## config.mk

```make
export PLATFORM = sky130hd
export DESIGN_NAME = skc_kmer_window
export DESIGN_NICKNAME = d
export VERILOG_FILES = /design/src/design/skc_pkg.sv /design/src/design/skc_kmer_window.sv
export SDC_FILE = /design/constraint.sdc
export NUM_CORES = 1
export LEC_CHECK = 0
export BUFFER_PORTS_ARGS = -buffer_cell sky130_fd_sc_hd__clkbuf_2
export CORE_MARGIN = 2
export CORE_UTILIZATION = 60
export CTS_CLUSTER_DIAMETER = 40
export CTS_CLUSTER_SIZE = 12
export DETAILED_ROUTE_END_ITERATION = 16
export GPL_TIMING_DRIVEN = 0
export PLACE_DENSITY_LB_ADDON = 0.08
export SYNTH_ARGS = -nofsm -noshare
export SYNTH_HDL_FRONTEND = slang
export SYNTH_SLANG_ARGS = --single-unit
```

## constraint.sdc

```tcl
create_clock -name i_clk -period 6.5 [get_ports i_clk]
set_input_delay 1.3 -clock i_clk [delete_from_list [all_inputs] [get_ports i_clk]]
set_output_delay 1.3 -clock i_clk [all_outputs]
set_load 0.05 [all_outputs]
```

## src/design/skc_pkg.sv

```systemverilog
package skc_pkg;

    // Field widths of the two channels and of the configuration port.
    localparam int BASE_W     = 2;
    localparam int CODE_W     = 16;
    localparam int COUNT_W    = 24;
    localparam int KLEN_W     = 4;
    localparam int SKIP_W     = 3;
    localparam int CFG_ADDR_W = 1;
    localparam int CFG_DATA_W = 4;

    // Register reset values.
    localparam logic [KLEN_W-1:0] KLEN_RESET = KLEN_W'(4);
    localparam logic [SKIP_W-1:0] SKIP_RESET = '0;

    // Register indexes.
    localparam logic [CFG_ADDR_W-1:0] CFG_KMER_LENGTH = CFG_ADDR_W'(0);
    localparam logic [CFG_ADDR_W-1:0] CFG_SKIP_COUNT  = CFG_ADDR_W'(1);

    // Operation codes of an input beat.
    localparam logic OP_PUSH  = 1'b0;
    localparam logic OP_DRAIN = 1'b1;

endpackage

```

## src/design/skc_kmer_window.sv

```systemverilog
module skc_kmer_window #(
    parameter int MAX_KMER_LENGTH = 8,
    parameter int MAX_SKIP        = 7
) (
    input  logic                           i_clk,
    input  logic                           i_rst_n,
    input  logic                           i_push,
    input  logic [skc_pkg::BASE_W-1:0]     i_base,
    input  logic                           i_clear,
    input  logic [$clog2(MAX_KMER_LENGTH+1)-1:0] i_k,
    input  logic [$clog2(MAX_SKIP+2)-1:0]  i_step,
    output logic                           o_valid,
    output logic [2*MAX_KMER_LENGTH-1:0]   o_code
);
    import skc_pkg::*;

    localparam int HIST_DEPTH = (MAX_SKIP + 1) * (MAX_KMER_LENGTH - 1) + 1;
    localparam int FILL_W     = $clog2(HIST_DEPTH + 1);
    localparam int HIDX_W     = (HIST_DEPTH > 1) ? $clog2(HIST_DEPTH) : 1;
    localparam int CODE_BITS  = 2 * MAX_KMER_LENGTH;

    logic [BASE_W-1:0]    r_hist [HIST_DEPTH];
    logic [FILL_W-1:0]    r_fill;
    logic [FILL_W-1:0]    n_fill;
    logic [FILL_W-1:0]    win_len;
    logic                 r_valid;
    logic [CODE_BITS-1:0] code;

    assign win_len = FILL_W'(int'(i_step) * (int'(i_k) - 1) + 1);

    always_comb begin
        n_fill = r_fill;
        if (i_push && (int'(r_fill) < HIST_DEPTH)) begin
            n_fill = r_fill + 1'b1;
        end
    end

    always_ff @(posedge i_clk) begin
        if (!i_rst_n) begin
            r_fill  <= '0;
            r_valid <= 1'b0;
        end else begin
            r_valid <= i_push && (n_fill >= win_len);
            if (i_clear) begin
                r_fill <= '0;
            end else begin
                r_fill <= n_fill;
            end
        end
    end

    // The history needs no reset: the fill count keeps stale bases out of every k-mer.
    always_ff @(posedge i_clk) begin
        if (i_push) begin
            r_hist[0] <= i_base;
            for (int i = 1; i < HIST_DEPTH; i++) begin
                r_hist[i] <= r_hist[i-1];
            end
        end
    end

    // Digit d (counted from the least significant end) is the base d*step places back.
    always_comb begin
        int pos;
        code = '0;
        for (int d = 0; d < MAX_KMER_LENGTH; d++) begin
            pos = d * int'(i_step);
            if (pos > HIST_DEPTH - 1) begin
                pos = HIST_DEPTH - 1;
            end
            if (d < int'(i_k)) begin
                code[2*d +: 2] = r_hist[HIDX_W'(pos)];
            end
        end
    end

    assign o_valid = r_valid;
    assign o_code  = code;

endmodule

```

==> impl_metrics.tcl <==
set metrics [dict create \
    status "complete, but fails checks" \
    violations "negative setup slack" \
    io_buffers 29 \
    start_util 0.6173 \
    crit_arrival_ns 5.26 \
    insertion_delay_ns 0.44 \
    first_pass_iters 7 \
    slew_violations 0 \
    hp-start "r_hist[47][1]" \
    via_count 9418 \
    finalHoldViolations 0 \
    gp_congestion 1.078 \
    cp-startpoint "i_step[0]" \
    antenna_found_initial 0 \
    vdd_drop_max_v 0.0002039 \
    cts_max_level 4 \
    rrSetupSlack_ns 4.02 \
    track_usage 0.4791 \
    syn_nets 972 \
    dp.cells 1153 \
    grt-ovfl-total 0 \
    ys_seq_area_frac 0.3769 \
    final_cell_mix "114 x edfxtp_1, 77 x nand2_1, 61 x a21oi_1" \
    cts_tree "done" \
    drive_above_1_share 0.1857 \
    grt_pass1_wl_um 57530 \
    viasPerCell 7.908 \
    die_y_um 129.5 \
    synth-edff-count 114 \
    max_freq_mhz 152.6 \
    synth_flop_cell "edfxtp_1" \
    period_minus_slack_ns 6.555 \
    synth_top_family_by_area "compound AO/OA/AOI/OAI gates" \
    dieWidth_um 129.5 \
    worst_slew_pin_slew_ns 1.182 \
    crit_type "in2out" \
    r2r_start "r_fill[0]" \
    start_kind "input pin" \
    fin_skew_ns 0.005580 \
    synth_cell_types 77 \
    synthAdderAreaFrac 0.06961 \
    drtIter0Drc 2184 \
    finalSetupViolations 3 \
    hold_path.class "reg2reg" \
    layout.cells.non_filler 1191 \
    nNetsFinal 1027 \
    synth_mux_area_frac 0.1649 \
    rsz0062_at_grt "false" \
    async_flop_share 0 \
    cellPowerDensity_nw_per_um2 273.6 \
    diodes 0 \
    ys_ff_latch 121 \
    yosys.area_share.simple 0.1259 \
    yosys_warnings 0 \
    core_um2 15310 \
    grt_pass1_vias 9186 \
    cts_buffers 17 \
    cts_sinks 121 \
    timing.final.ws_setup_ns -0.05513 \
    layout_commonest_cell "edfxtp_1" \
    critPathCapture "o_code[9]" \
    fp.dieArea_um2 16780 \
    cts_buffer_depth 2 \
    clock-root-buffer "clkbuf_16" \
    grt_max_degree 61 \
    hpwl_um 27290 \
    finalInstanceArea_um2 10750 \
    drc 0 \
    r2r-end "o_valid" \
    hold_buffers 0 \
    avgSynthCellArea_um2 10.37 \
    drt_wl_total_um 38680 \
    syn_inst 912 \
    crit_required_ns 5.20 \
    synthToLayoutAreaGrowth_pct 13.66 \
    fillerInstances 1165 \
    ios 31 \
    critPathCaptureType "primary output" \
    mappedNetlistArea_um2 9454 \
    p_leak_uw 0.003975 \
    antenna_left 0 \
    synth-xor-area-share 0.01575 \
    critPathMaxFanout 10 \
    synth_compound_area_frac 0.2065 \
    wl_per_cell_um 32.48 \
    slew_headroom 0.2088 \
    clk_pin_slew_ns 0.06 \
    post-place-ws_ns -0.9389 \
    dpl_cell_area_um2 9901 \
    fin_crit_sh 1.008 \
    cap_violations 0 \
    ff2ff_path_depth 14 \
    rows 45 \
]
worst max-delay path: stages:
cell and delay, ns:
clkbuf_2 0.18, buf_2 0.26, clkbuf_2 0.46, clkbuf_1 0.73, buf_2 0.48, buf_2 0.44, a211oi_1 0.15, a211oi_1 0.35
a21oi_1 0.08, a211oi_1 0.45, clkbuf_2 0.36
stage by stage:
step | TNS [ns] | hold slack (ns) | utilization | power [µW]
3_5_place_dp | -5.499 | 0.4363 | 0.6465 | 1894
3_3_place_gp | -4.911 | 0.4309 | 0.6445 | 1877
2_1_floorplan | 0 | 0.4204 | - | 1572
5_1_grt | 0 | 0.4679 | 0.7016 | 3010
4_1_cts | -0.004444 | 0.4522 | 0.6935 | 2843
6_report | -0.09475 | 0.4577 | 0.7016 | 2939
cells by family (layout without fill, tap and decap cells):
| kind of cell | count (synthesis) | in the layout |
|---|---|---|
| AOI/OAI and AO/OA | 281 | 281 |
| xor gates and xnor gates | 17 | 17 |
| adders and majority gates | 46 | 46 |
| buffers and inverters | 94 | 162 |
| DFF | 121 | 121 |
| muxes | 109 | 109 |
| and+or+nand+nor | 244 | 244 |
Yosys cell counts, types with 19 or more instances:
cell type	instances	area share
o21ai_0	54	0.029
edfxtp_1	114	0.36
ha_1	35	0.046
nor2_1	54	0.021
clkbuf_1	36	0.014
mux4_2	36	0.086
a211oi_1	34	0.027
nor2b_1	29	0.019
inv_1	30	0.012
mux2i_1	59	0.062
a21oi_1	62	0.033
nand2_1	78	0.031
nor3_1	19	0.010
power by group:
group / switching (µW) / internal, µW / total [µW] / leakage, µW
Clock: 371 / 566 / 937 / 0.000276
Sequential: 66.5 / 904 / 970 / 0.00117
Combinational: 680 / 352 / 1030 / 0.00253
what timing repair did:
| action | in CTS | in global routing |
|---|---|---|
| buffers inserted | 5 | 2 |
| pin swaps | 4 | 5 |
| setup endpoints to repair | 7 | 7 |
| gates resized for setup | 38 | 32 |
registers in the layout (all words and copies together), names as in the netlist:
signal	count
r_hist	114
r_fill	6
o_valid	1
routing by layer:
metal | share of wire | GRT usage | vias to the layer above
li1 | - | - | 3710
met1 | 0.34 | 0.5944 | 4392
met2 | 0.41 | 0.6885 | 1009
met3 | 0.16 | 0.1895 | 307
met4 | 0.089 | 0.3289 | 0
met5 | 0 | 0 | -
final cells by class:
class | instances | area (µm²) | share of cell area
sequential | 121 | 3563 | 0.3316
clock buffer | 19 | 432.9 | 0.04029
buffer | 60 | 294.0 | 0.02736
tap | 211 | 264.0 | 0.02457
multi-input combinational | 697 | 5644 | 0.5253
timing repair buffer | 37 | 267.8 | 0.02492
clock inverter | 13 | 145.1 | 0.01351
inverter | 33 | 133.9 | 0.01246
how the worst min path moves through the flow:
stage,endpoint,slack [ns],depth (start not counted)
6_report,r_hist[48][1],0.46,0
5_1_grt,r_hist[48][1],0.47,0
4_1_cts,r_hist[48][1],0.45,0
3_5_place_dp,r_hist[48][1],0.44,0
3_3_place_gp,r_hist[4][1],0.43,0
2_1_floorplan,r_hist[28][1],0.42,0
No activity file was read; power rests on OpenSTA's default activity.
